==> src/sv/assert_macros.svh <==
// ------------------------------------------------------------------------
// Assertion macros
// Shared concurrent assertion forms, clocked on clk, held off during reset.
// ------------------------------------------------------------------------
`ifndef ASSERT_MACROS_SVH
`define ASSERT_MACROS_SVH

// prop must hold at every clock edge out of reset
`define SMS_ASSERT(label, prop, msg) \
	label: assert property (@(posedge clk) disable iff (!arst_n) prop) \
		else $error(msg);

// cons must hold in the cycle after ante
`define SMS_ASSERT_NEXT(label, ante, cons, msg) \
	label: assert property (@(posedge clk) disable iff (!arst_n) (ante) |=> (cons)) \
		else $error(msg);

`endif

==> src/sv/sms_pkg.sv <==
// ------------------------------------------------------------------------
// sms_pkg
// Types and constants shared by the sorted matrix search block.
// ------------------------------------------------------------------------
`default_nettype none

package sms_pkg;

	localparam int CNT_W  = 7;   // row/column count registers
	localparam int IDX_W  = 6;   // row/column index of a write item
	localparam int VAL_W  = 32;  // value field
	localparam int APB_AW = 3;
	localparam int APB_DW = 32;

	// register indexes (paddr[2])
	localparam logic REG_ROW_COUNT    = 1'b0;
	localparam logic REG_COLUMN_COUNT = 1'b1;

	// request codes
	localparam logic REQ_WRITE  = 1'b0;
	localparam logic REQ_SEARCH = 1'b1;

	typedef struct packed {
		logic [CNT_W-1:0] row_count;
		logic [CNT_W-1:0] column_count;
	} cfg_t;

endpackage

`default_nettype wire

==> src/sv/sms_cfg.sv <==
// ------------------------------------------------------------------------
// sms_cfg
// APB register file: row count at 0x0, column count at 0x4.
// ------------------------------------------------------------------------
`default_nettype none

module sms_cfg (
	input  wire logic                       clk,
	input  wire logic                       arst_n,
	input  wire logic                       psel,
	input  wire logic                       penable,
	input  wire logic                       pwrite,
	input  wire logic [sms_pkg::APB_AW-1:0] paddr,
	input  wire logic [sms_pkg::APB_DW-1:0] pwdata,
	output logic      [sms_pkg::APB_DW-1:0] prdata,
	output logic                            pready,
	output sms_pkg::cfg_t                   cfg
);

	sms_pkg::cfg_t cfg_q;
	logic          wr_en;

	assign pready = 1'b1;
	assign wr_en  = psel && penable && pwrite && pready;
	assign cfg    = cfg_q;

	always_ff @(posedge clk or negedge arst_n) begin
		if (!arst_n) begin
			cfg_q <= '0;
		end else if (wr_en) begin
			unique case (paddr[2])
				sms_pkg::REG_ROW_COUNT: begin
					cfg_q.row_count <= pwdata[sms_pkg::CNT_W-1:0];
				end
				sms_pkg::REG_COLUMN_COUNT: begin
					cfg_q.column_count <= pwdata[sms_pkg::CNT_W-1:0];
				end
				default: begin
				end
			endcase
		end
	end

	always_comb begin
		prdata = '0;
		unique case (paddr[2])
			sms_pkg::REG_ROW_COUNT:    prdata[sms_pkg::CNT_W-1:0] = cfg_q.row_count;
			sms_pkg::REG_COLUMN_COUNT: prdata[sms_pkg::CNT_W-1:0] = cfg_q.column_count;
			default:                   prdata = '0;
		endcase
	end

endmodule

`default_nettype wire

==> config.mk <==
export PLATFORM = sky130hd
export DESIGN_NAME = sms_cfg
export DESIGN_NICKNAME = d
export VERILOG_FILES = /design/src/sv/assert_macros.svh /design/src/sv/sms_pkg.sv /design/src/sv/sms_cfg.sv
export SDC_FILE = /design/constraint.sdc
export NUM_CORES = 1
export LEC_CHECK = 0
export BUFFER_PORTS_ARGS = -buffer_cell sky130_fd_sc_hd__buf_2
export CAP_MARGIN = 20
export CORE_MARGIN = 3
export CORE_UTILIZATION = 34
export DETAILED_ROUTE_END_ITERATION = 6
export HOLD_SLACK_MARGIN = 0.05
export PLACE_DENSITY = 0.78
export SLEW_MARGIN = 5
export SYNTH_ARGS = -nofsm -noshare
export SYNTH_HDL_FRONTEND = slang
export SYNTH_SLANG_ARGS = --single-unit
export TNS_END_PERCENT = 30
==> constraint.sdc <==
create_clock -name clk -period 0.95 [get_ports clk]
set_input_delay 0.1425 -clock clk [delete_from_list [all_inputs] [get_ports clk]]
set_output_delay 0.1425 -clock clk [all_outputs]
set_load 0.05 [all_outputs]
==> reports/summary.md <==
The worst slack on hold paths is 0.105 ns. Buffers inserted during clock tree synthesis total 3. The number of buffers on the longest clock path was 2. The register with the most flip-flops in the layout has 14 of them. The ratio of final minimum period to clock period came out at 133%. The max-capacitance violation count is 0, and the global placement routability congestion is 0.717. IR analysis of the VDD net gives a maximum drop of 1.60 mV.

The library cell contributing the largest single delay on the critical path is sky130_fd_sc_hd__dfrtp_2. Summing every instance area after synthesis gives 837 µm². STA classifies the critical path startpoint as a register. Total congestion overflow after global routing: 0. Critical path start-end classification: reg2out. The logs give 66 for the gate count of the mapped netlist and 3090 µm² for the total die area. The final reports fail on setup timing. The analysis attributes to cell leakage a power of 0.657 nW. Clock-pin slew was measured on the worst setup and hold paths at 0.09 ns. 0 antenna diodes ended up in the layout.

The number of storage elements in the synthesis netlist is 14. The run gives 36.8% as the starting density of the core. During I/O placement, the number of pins put on the boundary was 87.

The number of buffers and inverters on the critical path came out at 1. Counting every sink on the clock net gives 14. The post-layout worst setup margin is -0.314 ns, and the die span in y is 55.6 µm. Port buffering added 33 buffers.

During synthesis, Yosys emitted a total of 0 warnings. The via density per instance came out at 4.16. Area used by multi-input combinational logic: 400 µm².

Setup repair after global routing could not meet its margin everywhere. The run gives 1 as the H-tree depth reported by CTS. The logs give 3 for the initial detailed-routing violation count and 207 for the number of inserted filler cells in the final layout. After detailed routing, the total wire length is 1770 µm. Registers take 368 µm².

Clock skew on the completed layout was measured at 0 ns. The run gives 0 as the final number of hold-violating endpoints. The required time of the worst setup path is 0.81 ns. The share of final-layout standard cells stronger than drive strength 1 was 76.5%; the placed wire-length estimate was 1330 µm. Timing would allow up to 791 MHz.

Cells fill 55.7% of the core in the end. At the end of the flow, the number of nets in the layout was 156. Critical path's top delay family: flip-flops. In this run the remaining antenna-violating nets after routing total 0. The total vias in the final route is 595. Setup violations remaining at the end of the flow were counted as 22. The critical path goes through mux2_4, buf_6. After detailed routing, the average wire length per cell comes to 12.4 µm.

For this run, the detailed router's first-pass iteration total came to 2. The root buffer selected by CTS is sky130_fd_sc_hd__clkbuf_4. First-pass GRT wire length: 2820 µm.

For the worst-skew pair later-pin latency, the log shows 0.28 ns. The highest net fanout along the worst path is 3, and the final critical path time including I/O delays and setup is 1.26 ns. The largest single stage delay on the critical path is 0.43 ns. The ratio of total power to cell area was 2580 nW/µm²; the area growth from synthesis to layout was 51.6%. Entering global routing, the biggest net connects 15 pins. The core region is 2280 µm². In the layout the commonest cells are sky130_fd_sc_hd__conb_1, sky130_fd_sc_hd__buf_6, sky130_fd_sc_hd__dfrtp_2. TritonCTS built the clock tree.

The number of global-route vias before repair was 612. The tools report the distinct cell type count after synthesis as 7. For this run, the total global-route usage over all layers was measured as 12.0%. The initialized floorplan defines 17 standard-cell rows.

Critical path arrival: 1.12 ns. The library cell used most frequently in the layout, excluding fill and tap cells, is sky130_fd_sc_hd__conb_1. The total count of max-transition violations in the final report came out at 0. The tools report the share of synthesized area occupied by flip-flops and latches as 41.9%. The floorplan step set the die width to 55.6 µm.

The run gives 0 as the initial antenna violation count. The flow ran to the end, but the final reports show violations. The post-route DRC violation count is 0. The type of the most critical hold path was in2reg.

STA classifies the critical path endpoint as an output port. The post-synthesis average cell area is 12.7 µm².
[worst paths after layout]
path	from	end	slack [ns]	cells after the start
setup / recovery	cfg[6]	prdata[6]	-0.31	2
hold / removal	pwdata[3]	cfg[10]	0.10	2
setup reg to reg	cfg[9]	cfg[9]	-0.04	3
hold reg to reg	cfg[12]	cfg[12]	0.55	1
max in group asynchronous	arst_n	cfg[6]	0.42	2
min in group asynchronous	arst_n	cfg[8]	0.27	2
[kinds of logic (layout without fill, tap and decap cells)]
logic type / count (synthesis) / in the layout / share of synthesized area [%]
flip-flops: 14 / 14 / 41.9
AND/OR/NAND/NOR: 2 / 2 / 4.33
multiplexers: 21 / 21 / 28.3
buffers and inverters: 27 / 52 / 24.7
other: 2 / 26 / 0.897
[Yosys cell counts (all sizes together)]
library cell | count | area [µm²]
conb | 2 | 7.51
dfrtp | 14 | 350
buf | 27 | 206
nand4b | 1 | 23.8
mux2 | 21 | 236
nand4 | 1 | 12.5
[per-stage QoR]
step	area, µm²	worst slack, ns	setup TNS [ns]	std cells	power [W]
global route	1270	-0.363	-5.14	143	0.00343
CTS	1240	-0.332	-4.45	142	0.00326
finish	1270	-0.314	-4.25	143	0.00327
global placement	1040	-0.118	-1.67	133	0.00243
detailed placement	1040	-0.128	-1.83	133	0.00247
floorplan	971	-0.0768	-0.537	90	0.00216
[power breakdown]
group          switching, W  internal (W)
logic               0.00124      0.000771
registers         0.0000831      0.000750
clock network      0.000197      0.000233
total               0.00152       0.00175
[cell type report]
cell class / count / area share (%)
tap: 28 / 2.76
clock buffer: 4 / 2.86
multi-input combinational: 49 / 31.6
sequential: 14 / 29.0
timing repair buffer: 48 / 33.8
[routing by layer]
| metal | track usage (%) | up-vias | routed length [µm] |
|---|---|---|---|
| li1 | - | 273 | - |
| met4 | 4.17 | 0 | 0 |
| met3 | 5.34 | 0 | 234 |
| met2 | 19.8 | 46 | 867 |
| met1 | 13.6 | 276 | 666 |
| met5 | 0 | - | 0 |
[worst reg2reg max path, cell delays in order, from the launching register on]
cell                      delay (ns)
sky130_fd_sc_hd__dfrtp_2        0.42
sky130_fd_sc_hd__buf_6          0.11
sky130_fd_sc_hd__buf_6          0.10
sky130_fd_sc_hd__mux2_4         0.25
[timing repair]
action / in CTS / in global routing
hold buffers: 1 / 0
setup buffers: 4 / 1
gates resized for setup: 39 / 5
hold endpoints to repair: 14 / 0
endpoints found under the setup margin: 21 / 21
(Power assumes the default switching activity.)
