==> src/sv/assert_macros.svh <==
// ------------------------------------------------------------------------
// Assertion macros
// Shared concurrent assertion forms, clocked on clk, held off during reset.
// ------------------------------------------------------------------------
`ifndef ASSERT_MACROS_SVH
`define ASSERT_MACROS_SVH

// prop must hold at every clock edge out of reset
`define SMS_ASSERT(label, prop, msg) \
	label: assert property (@(posedge clk) disable iff (!arst_n) prop) \
		else $error(msg);

// cons must hold in the cycle after ante
`define SMS_ASSERT_NEXT(label, ante, cons, msg) \
	label: assert property (@(posedge clk) disable iff (!arst_n) (ante) |=> (cons)) \
		else $error(msg);

`endif

==> src/sv/sms_pkg.sv <==
// ------------------------------------------------------------------------
// sms_pkg
// Types and constants shared by the sorted matrix search block.
// ------------------------------------------------------------------------
`default_nettype none

package sms_pkg;

	localparam int CNT_W  = 7;   // row/column count registers
	localparam int IDX_W  = 6;   // row/column index of a write item
	localparam int VAL_W  = 32;  // value field
	localparam int APB_AW = 3;
	localparam int APB_DW = 32;

	// register indexes (paddr[2])
	localparam logic REG_ROW_COUNT    = 1'b0;
	localparam logic REG_COLUMN_COUNT = 1'b1;

	// request codes
	localparam logic REQ_WRITE  = 1'b0;
	localparam logic REQ_SEARCH = 1'b1;

	typedef struct packed {
		logic [CNT_W-1:0] row_count;
		logic [CNT_W-1:0] column_count;
	} cfg_t;

endpackage

`default_nettype wire

==> src/sv/sms_ctrl.sv <==
// ------------------------------------------------------------------------
// sms_ctrl
// Item control: stores write items, runs the two binary searches as
// probe/compare steps against the matrix RAM.
// ------------------------------------------------------------------------
`default_nettype none
`include "assert_macros.svh"

module sms_ctrl #(
	parameter int MAX_ROWS   = 64,
	parameter int MAX_COLS   = 64,
	parameter int DATA_WIDTH = 32,
	localparam int DEPTH = MAX_ROWS * MAX_COLS,
	localparam int AW    = (DEPTH > 1) ? $clog2(DEPTH) : 1
) (
	input  wire logic                      clk,
	input  wire logic                      arst_n,
	input  wire sms_pkg::cfg_t             cfg,
	input  wire logic                      start,
	output logic                           busy,
	input  wire logic                      req_type,
	input  wire logic [sms_pkg::IDX_W-1:0] row_index,
	input  wire logic [sms_pkg::IDX_W-1:0] col_index,
	input  wire logic [sms_pkg::VAL_W-1:0] value,
	output logic                           done,
	output logic                           found,
	output logic                           ram_we,
	output logic      [AW-1:0]             ram_waddr,
	output logic      [DATA_WIDTH-1:0]     ram_wdata,
	output logic                           ram_re,
	output logic      [AW-1:0]             ram_raddr,
	input  wire logic [DATA_WIDTH-1:0]     ram_rdata
);

	localparam int CW      = sms_pkg::CNT_W;
	localparam int CNT_MAX = (1 << CW) - 1;
	localparam int ROW_LIM = (MAX_ROWS > CNT_MAX) ? CNT_MAX : MAX_ROWS;
	localparam int COL_LIM = (MAX_COLS > CNT_MAX) ? CNT_MAX : MAX_COLS;

	typedef enum logic [1:0] {S_IDLE, S_ISSUE, S_BACK, S_COMPARE} state_t;
	// what the pending probe means
	typedef enum logic [1:0] {K_MID, K_ROW_END, K_ROW_BACK, K_COL_END} kind_t;

	state_t                        state_q;
	kind_t                         kind_q;
	logic                          col_phase_q;
	logic   [CW-1:0]               lo_q;
	logic   [CW-1:0]               hi_q;
	logic   [CW-1:0]               mid_q;
	logic   [CW-1:0]               row_q;
	logic signed [DATA_WIDTH-1:0]  target_q;
	logic                          done_q;
	logic                          found_q;

	logic                          accept;
	logic   [CW-1:0]               rows_eff;
	logic   [CW-1:0]               cols_eff;
	logic signed [63:0]            value_ext;
	logic signed [DATA_WIDTH-1:0]  target_in;
	logic signed [DATA_WIDTH-1:0]  entry_s;
	logic                          lt;
	logic                          eq;
	logic   [CW:0]                 sum;
	logic   [CW-1:0]               mid_c;
	logic   [CW-1:0]               probe_idx;
	logic   [CW-1:0]               probe_row;
	logic   [CW-1:0]               probe_col;

	assign busy   = (state_q != S_IDLE);
	assign accept = start && !busy;
	assign done   = done_q;
	assign found  = found_q;

	assign rows_eff = (cfg.row_count > CW'(ROW_LIM)) ? CW'(ROW_LIM) : cfg.row_count;
	assign cols_eff = (cfg.column_count > CW'(COL_LIM)) ? CW'(COL_LIM) : cfg.column_count;

	// value is sign-extended, then cut to the stored word width
	assign value_ext = {{(64 - sms_pkg::VAL_W){value[sms_pkg::VAL_W-1]}}, value};
	assign target_in = value_ext[DATA_WIDTH-1:0];

	assign entry_s = ram_rdata;
	assign lt      = target_q < entry_s;
	assign eq      = target_q == entry_s;

	assign sum       = {1'b0, lo_q} + {1'b0, hi_q};
	assign mid_c     = sum[CW:1];
	assign probe_idx = (lo_q < hi_q) ? mid_c : lo_q;

	always_comb begin
		probe_row = row_q;
		probe_col = '0;
		case (state_q)
			S_ISSUE: begin
				if (col_phase_q) begin
					probe_col = probe_idx;
				end else begin
					probe_row = probe_idx;
				end
			end
			default: begin
				probe_row = row_q;
			end
		endcase
	end

	assign ram_re    = (state_q == S_ISSUE) || (state_q == S_BACK);
	assign ram_raddr = AW'(int'(probe_row) * MAX_COLS + int'(probe_col));

	// writes land only in IDLE, so they never overlap a search read
	assign ram_we    = accept && (req_type == sms_pkg::REQ_WRITE)
		&& (int'(row_index) < MAX_ROWS) && (int'(col_index) < MAX_COLS);
	assign ram_waddr = AW'(int'(row_index) * MAX_COLS + int'(col_index));
	assign ram_wdata = target_in;

	always_ff @(posedge clk or negedge arst_n) begin
		if (!arst_n) begin
			state_q     <= S_IDLE;
			kind_q      <= K_MID;
			col_phase_q <= 1'b0;
			lo_q        <= '0;
			hi_q        <= '0;
			mid_q       <= '0;
			row_q       <= '0;
			target_q    <= '0;
			done_q      <= 1'b0;
			found_q     <= 1'b0;
		end else begin
			done_q <= 1'b0;
			unique case (state_q)
				S_IDLE: begin
					if (accept && req_type == sms_pkg::REQ_SEARCH) begin
						target_q <= target_in;
						if (rows_eff == '0 || cols_eff == '0) begin
							done_q  <= 1'b1;
							found_q <= 1'b0;
						end else begin
							lo_q        <= '0;
							hi_q        <= rows_eff - 1'b1;
							col_phase_q <= 1'b0;
							state_q     <= S_ISSUE;
						end
					end
				end
				S_ISSUE: begin
					mid_q <= mid_c;
					if (lo_q < hi_q) begin
						kind_q <= K_MID;
					end else if (col_phase_q) begin
						kind_q <= K_COL_END;
					end else begin
						kind_q <= K_ROW_END;
					end
					state_q <= S_COMPARE;
				end
				S_BACK: begin
					kind_q  <= K_ROW_BACK;
					state_q <= S_COMPARE;
				end
				S_COMPARE: begin
					unique case (kind_q)
						K_MID: begin
							if (eq) begin
								done_q  <= 1'b1;
								found_q <= 1'b1;
								state_q <= S_IDLE;
							end else begin
								if (lt) begin
									hi_q <= mid_q;
								end else begin
									lo_q <= mid_q + 1'b1;
								end
								state_q <= S_ISSUE;
							end
						end
						K_ROW_END: begin
							if (eq) begin
								done_q  <= 1'b1;
								found_q <= 1'b1;
								state_q <= S_IDLE;
							end else if (lt) begin
								if (lo_q == '0) begin
									done_q  <= 1'b1;
									found_q <= 1'b0;
									state_q <= S_IDLE;
								end else begin
									// step back one row and check its head
									row_q   <= lo_q - 1'b1;
									state_q <= S_BACK;
								end
							end else begin
								row_q       <= lo_q;
								col_phase_q <= 1'b1;
								lo_q        <= '0;
								hi_q        <= cols_eff - 1'b1;
								state_q     <= S_ISSUE;
							end
						end
						K_ROW_BACK: begin
							if (eq || lt) begin
								done_q  <= 1'b1;
								found_q <= eq;
								state_q <= S_IDLE;
							end else begin
								col_phase_q <= 1'b1;
								lo_q        <= '0;
								hi_q        <= cols_eff - 1'b1;
								state_q     <= S_ISSUE;
							end
						end
						K_COL_END: begin
							done_q  <= 1'b1;
							found_q <= eq;
							state_q <= S_IDLE;
						end
					endcase
				end
			endcase
		end
	end

	`SMS_ASSERT(a_done_when_idle, done_q |-> !busy, "result strobe while a search is running")
	`SMS_ASSERT_NEXT(a_search_starts, accept && req_type == sms_pkg::REQ_SEARCH && rows_eff != '0 && cols_eff != '0, busy, "nonempty search did not start")
	`SMS_ASSERT(a_bounds_ordered, (state_q == S_ISSUE) |-> (lo_q <= hi_q), "search bounds crossed")

endmodule

`default_nettype wire

==> config.mk <==
export PLATFORM = sky130hd
export DESIGN_NAME = sms_ctrl
export DESIGN_NICKNAME = d
export VERILOG_FILES = /design/src/sv/sms_pkg.sv /design/src/sv/sms_ctrl.sv
export VERILOG_INCLUDE_DIRS = /design/src /design/src/sv
export SDC_FILE = /design/constraint.sdc
export NUM_CORES = 1
export LEC_CHECK = 0
export ABC_AREA = 1
export ABC_CLOCK_PERIOD_IN_PS = 3300
export BUFFER_PORTS_ARGS = -buffer_cell sky130_fd_sc_hd__buf_2
export CORE_UTILIZATION = 48
export CTS_BUF_LIST = sky130_fd_sc_hd__clkbuf_4
export CTS_CLUSTER_DIAMETER = 50
export DETAILED_ROUTE_END_ITERATION = 7
export PLACE_DENSITY = 0.72
export RECOVER_POWER = 100
export SLEW_MARGIN = 20
export SYNTH_ARGS = -nofsm -noshare
export SYNTH_HDL_FRONTEND = slang
export SYNTH_SLANG_ARGS = --single-unit
==> constraint.sdc <==
create_clock -name clk -period 3.3 [get_ports clk]
set_clock_uncertainty 0.15 [all_clocks]
set_input_delay 0.165 -clock clk [delete_from_list [all_inputs] [get_ports clk]]
set_output_delay 0.165 -clock clk [all_outputs]
set_load 0.01 [all_outputs]
==> qor.csv <==
stage,metric,value,unit
outcome,outcome,"finished, final reports clean",
logic_synthesis,yosysWarningCount,0,
layout,layout-drive-gt1-share,0.2333,
drt,route.detailed.drc,0,
drt,vias,5092,
layout,nFillCells,1024,
layout,multiInputGateArea,0.003159,mm²
clock_network,clockBufferDepth,2,
timing,grt_setup_unrepaired,true,
clock_network,cts_made_buffers,9,
timing,finalCriticalPeriod,3.268,ns
critical_path,worstPathArrival,2.95,ns
critical_path,critical_path_cell_count,18,
power,finalPower,5.743,mW
timing,finalMaxSlewViolations,0,
layout,fin_area,0.006584,mm²
critical_path,crit_buf_inv,2,
die,pin_count,155,
drt,drtIter0Drc,252,
placement,numPortBuffers,130,
die,die_area,0.01179,mm²
grt,gr-usage-all-layers,0.2438,
grt,grt_pass1_wl,22480,µm
drt,wl_per_cell,13.52,µm
power,switching_power,2.796,mW
clock_network,htreeDepth,3,
timing,tightestPinTransition,1.215,ns
clock_network,cts_tree,built,
grt,grt_antenna_before_repair,1,
grt,grt-ovfl-total,0,
grt,grt_pass1_vias,5099,
placement,place_area,0.005967,mm²
power,power_frac_comb,0.647,
critical_path,setup.worst_path.start_class,register,
critical_path,endpoint_kind,output port,
critical_path,crit_path_frequent_cell,nand2_1,
timing,slew_headroom,0.1900,
logic_synthesis,synth_top_cell_by_area,dfrtp_1,
worst_hold_path,holdCritPathClass,input port to register,
power,p_leak,3.559,nW
critical_path,crit_end,ram_raddr[9],
placement,hpwlAfterDp,10220,µm
drt,ant_nets,0,
job,maxCapViolCount,0,
clock_network,cts.sinks,66,
timing,hold-worst-slack,0.06956,ns
drt,vias_per_cell,5.057,
placement,globalplace.congestion,0.9388,
layout,ff_latch_area,0.001657,mm²
critical_path,crit_chain,"inv_2, ha_4, nor2_2, nand2_1, nand2_1, nand2_1, nand2_1, nand2_2, nand2_2, a21oi_2, o21bai_1, nor2_1, nor3_2, ha_2, nand3_2, nor2_4, xor2_1, buf_2",
drt,drtPass1Iterations,5,
logic_synthesis,seq_area_frac_synth,0.3028,
die,start_util,0.4987,
critical_path,criticalPathCategory,register to output port,
clock_network,clkLatencyLatePin,0.40,ns
layout,fin_cells,1007,
critical_path,crit_start,hi_q[1]$_DFFE_PN0P_,
critical_path,r2r-end,row_q[3]$_DFFE_PN0P_,
logic_synthesis,netlist.area_leader.share,0.3028,
power,power_density,872.2,mW/mm²
timing,finalSetupViolCount,0,
power,ir_drop,345.9,µV
logic_synthesis,synth_area_leaders,"dfrtp_1 30%, ha_1 14%, nand2_1 13%",
clock_network,cts-root-buf,clkbuf_4,
logic_synthesis,synth_cells,721,
placement,place_inst,946,
timing,max_freq,306.0,MHz
timing,post-route-period-util,0.9902,
die,die_h,108.6,µm
placement,post-place-ws,0.2931,ns
drt,totalWireLength,13610,µm
layout,final_util,0.6021,
die,die_x,108.6,µm
timing,hold_viol_final,0,
logic_synthesis,postSynthRegisterBits,66,
timing,tns,0,ns
die,row_count,38,
die,coreArea,0.01094,mm²
power,p_int,2.946,mW
critical_path,slowest_delay,0.43,ns
power,seq_power_share,0.251,
timing,timing.final.ws_setup,0.03243,ns
logic_synthesis,synth_cell_type_count,42,
critical_path,worst-path-max-fanout,4,
logic_synthesis,syn_area,0.005454,mm²
critical_path,r2r-start,target_q[31]$_DFFE_PN0P_,
logic_synthesis,syn_area_per_cell,7.564,µm²
layout,area_delta_synth_final,20.72,%
power,p_clk_frac,0.102,
critical_path,r2r_cells,12,
logic_synthesis,synth_nets,876,
clock_network,path_clk_slew,0.10,ns
layout,nNetsFinal,1018,
critical_path,r2r_slack,0.75,ns
critical_path,slowest_stage,dfrtp_1,
critical_path,required,2.98,ns
critical_path,path_delay_family,simple AND/OR/NAND/NOR gates,
power,p_sw_frac,0.4869,
grt,grt_max_degree,47,
[power by group through the flow]
stage | logic [mW] | clock network [mW] | registers [mW]
6_report | 3.72 | 0.586 | 1.44
5_1_grt | 4.23 | 0.638 | 1.48
4_1_cts | 3.53 | 0.606 | 1.44
3_5_place_dp | 3.41 | 0 | 1.47
3_3_place_gp | 3.35 | 0 | 1.44
2_1_floorplan | 2.59 | 0 | 1.38
[area by class of cell]
cell class | instances | share of cell area
Multi-Input combinational cell | 504 | 0.4799
Sequential cell | 66 | 0.2516
Timing Repair Buffer | 182 | 0.1627
Inverter | 100 | 0.05701
Tap cell | 140 | 0.02661
Clock buffer | 10 | 0.01140
Clock inverter | 4 | 0.01045
Antenna cell | 1 | 0.0003801
[what timing repair did]
action | in CTS | in global routing
setup endpoints to repair | 4 | 5
buffers inserted | 4 | 9
resized for setup | 5 | 20
pin swaps | 1 | 15
endpoints found under the hold margin | 76 | 0
hold buffers | 33 | 0
[routing by layer]
metal,GRT usage,vias to the layer above,wire length (µm)
li1,-,2574,-
met1,0.2892,2353,6047
met2,0.4313,136,6569
met3,0.04461,29,683
met4,0.09942,0,314
met5,0,-,0
[layout by cell type, fill, tap and decap left out, types with 3 or more instances in the layout]
cell type | netlist | final
xor2_1 | 9 | 9
ha_4 | 0 | 4
inv_2 | 2 | 6
nand2_1 | 183 | 180
o21ai_0 | 38 | 38
nand3_1 | 34 | 33
nor2_1 | 49 | 46
dfrtp_1 | 66 | 62
buf_2 | 1 | 95
buf_4 | 44 | 16
o21a_1 | 3 | 3
nand3_2 | 3 | 4
mux2_2 | 31 | 31
nor3_1 | 11 | 10
ha_1 | 60 | 55
xnor2_1 | 3 | 3
nor2_2 | 3 | 5
dlygate4sd3_1 | 0 | 33
clkinv_1 | 2 | 3
inv_1 | 96 | 92
clkbuf_1 | 3 | 36
o21ai_1 | 4 | 4
a21oi_1 | 37 | 35
dfrtp_2 | 0 | 4
clkbuf_4 | 0 | 10
nand4_1 | 9 | 9
nand2_2 | 4 | 7
[sequential cells by signal, summed over array words and instances (netlist names), 2 cells and up]
name / cells
hi_q: 7
kind_q: 2
lo_q: 7
mid_q: 7
row_q: 6
state_q: 2
target_q: 32
[cells by family (layout without fill, tap and decap cells)]
group | after synthesis | count (layout) | synth area share
and+or+nand+nor | 307 | 307 | 0.2434
AOI/OAI and AO/OA | 93 | 93 | 0.09475
DFF | 66 | 66 | 0.3028
buffers and inverters | 151 | 296 | 0.1344
muxes | 31 | 31 | 0.06400
other | 0 | 1 | 0
xor gates and xnor gates | 12 | 12 | 0.01927
adders and majority gates | 61 | 61 | 0.1413
[Yosys cell counts (all sizes together)]
cell    count
o22ai       1
inv        98
nor3       12
clkinv      2
dfrtp      66
nor4        2
xnor2       3
a21oi      39
or2         2
nand2     188
o21bai      2
nor2       53
o21ai      43
nor3b       1
ha         60
clkbuf      3
o21a        3
nand4      10
a22oi       1
a21o        1
fa          1
mux2       31
buf        48
a31oi       2
nor2b       1
xor2        9
nand3      38
o31a        1
[worst min-delay path, cell delays in order]
cell and delay (ns):
buf_2 0.09, nand2_1 0.08, nor2_1 0.10, nor3_1 0.06
nand2_1 0.06, nand2_1 0.04
[how the worst min path moves through the flow]
| stage | startpoint | end | slack (ns) | depth (start not counted) |
|---|---|---|---|---|
| finish | cfg[7] | hi_q[0]$_DFFE_PN0P_ | 0.07 | 6 |
| global route | cfg[7] | hi_q[0]$_DFFE_PN0P_ | 0.09 | 6 |
| CTS | cfg[7] | hi_q[0]$_DFFE_PN0P_ | 0.04 | 6 |
| detailed placement | col_index[5] | ram_waddr[5] | 0.18 | 0 |
| global placement | col_index[5] | ram_waddr[5] | 0.18 | 0 |
| floorplan | arst_n | col_phase_q$_DFFE_PN0P_ | -0.28 | 0 |
Power figures use the tool's default switching activity.
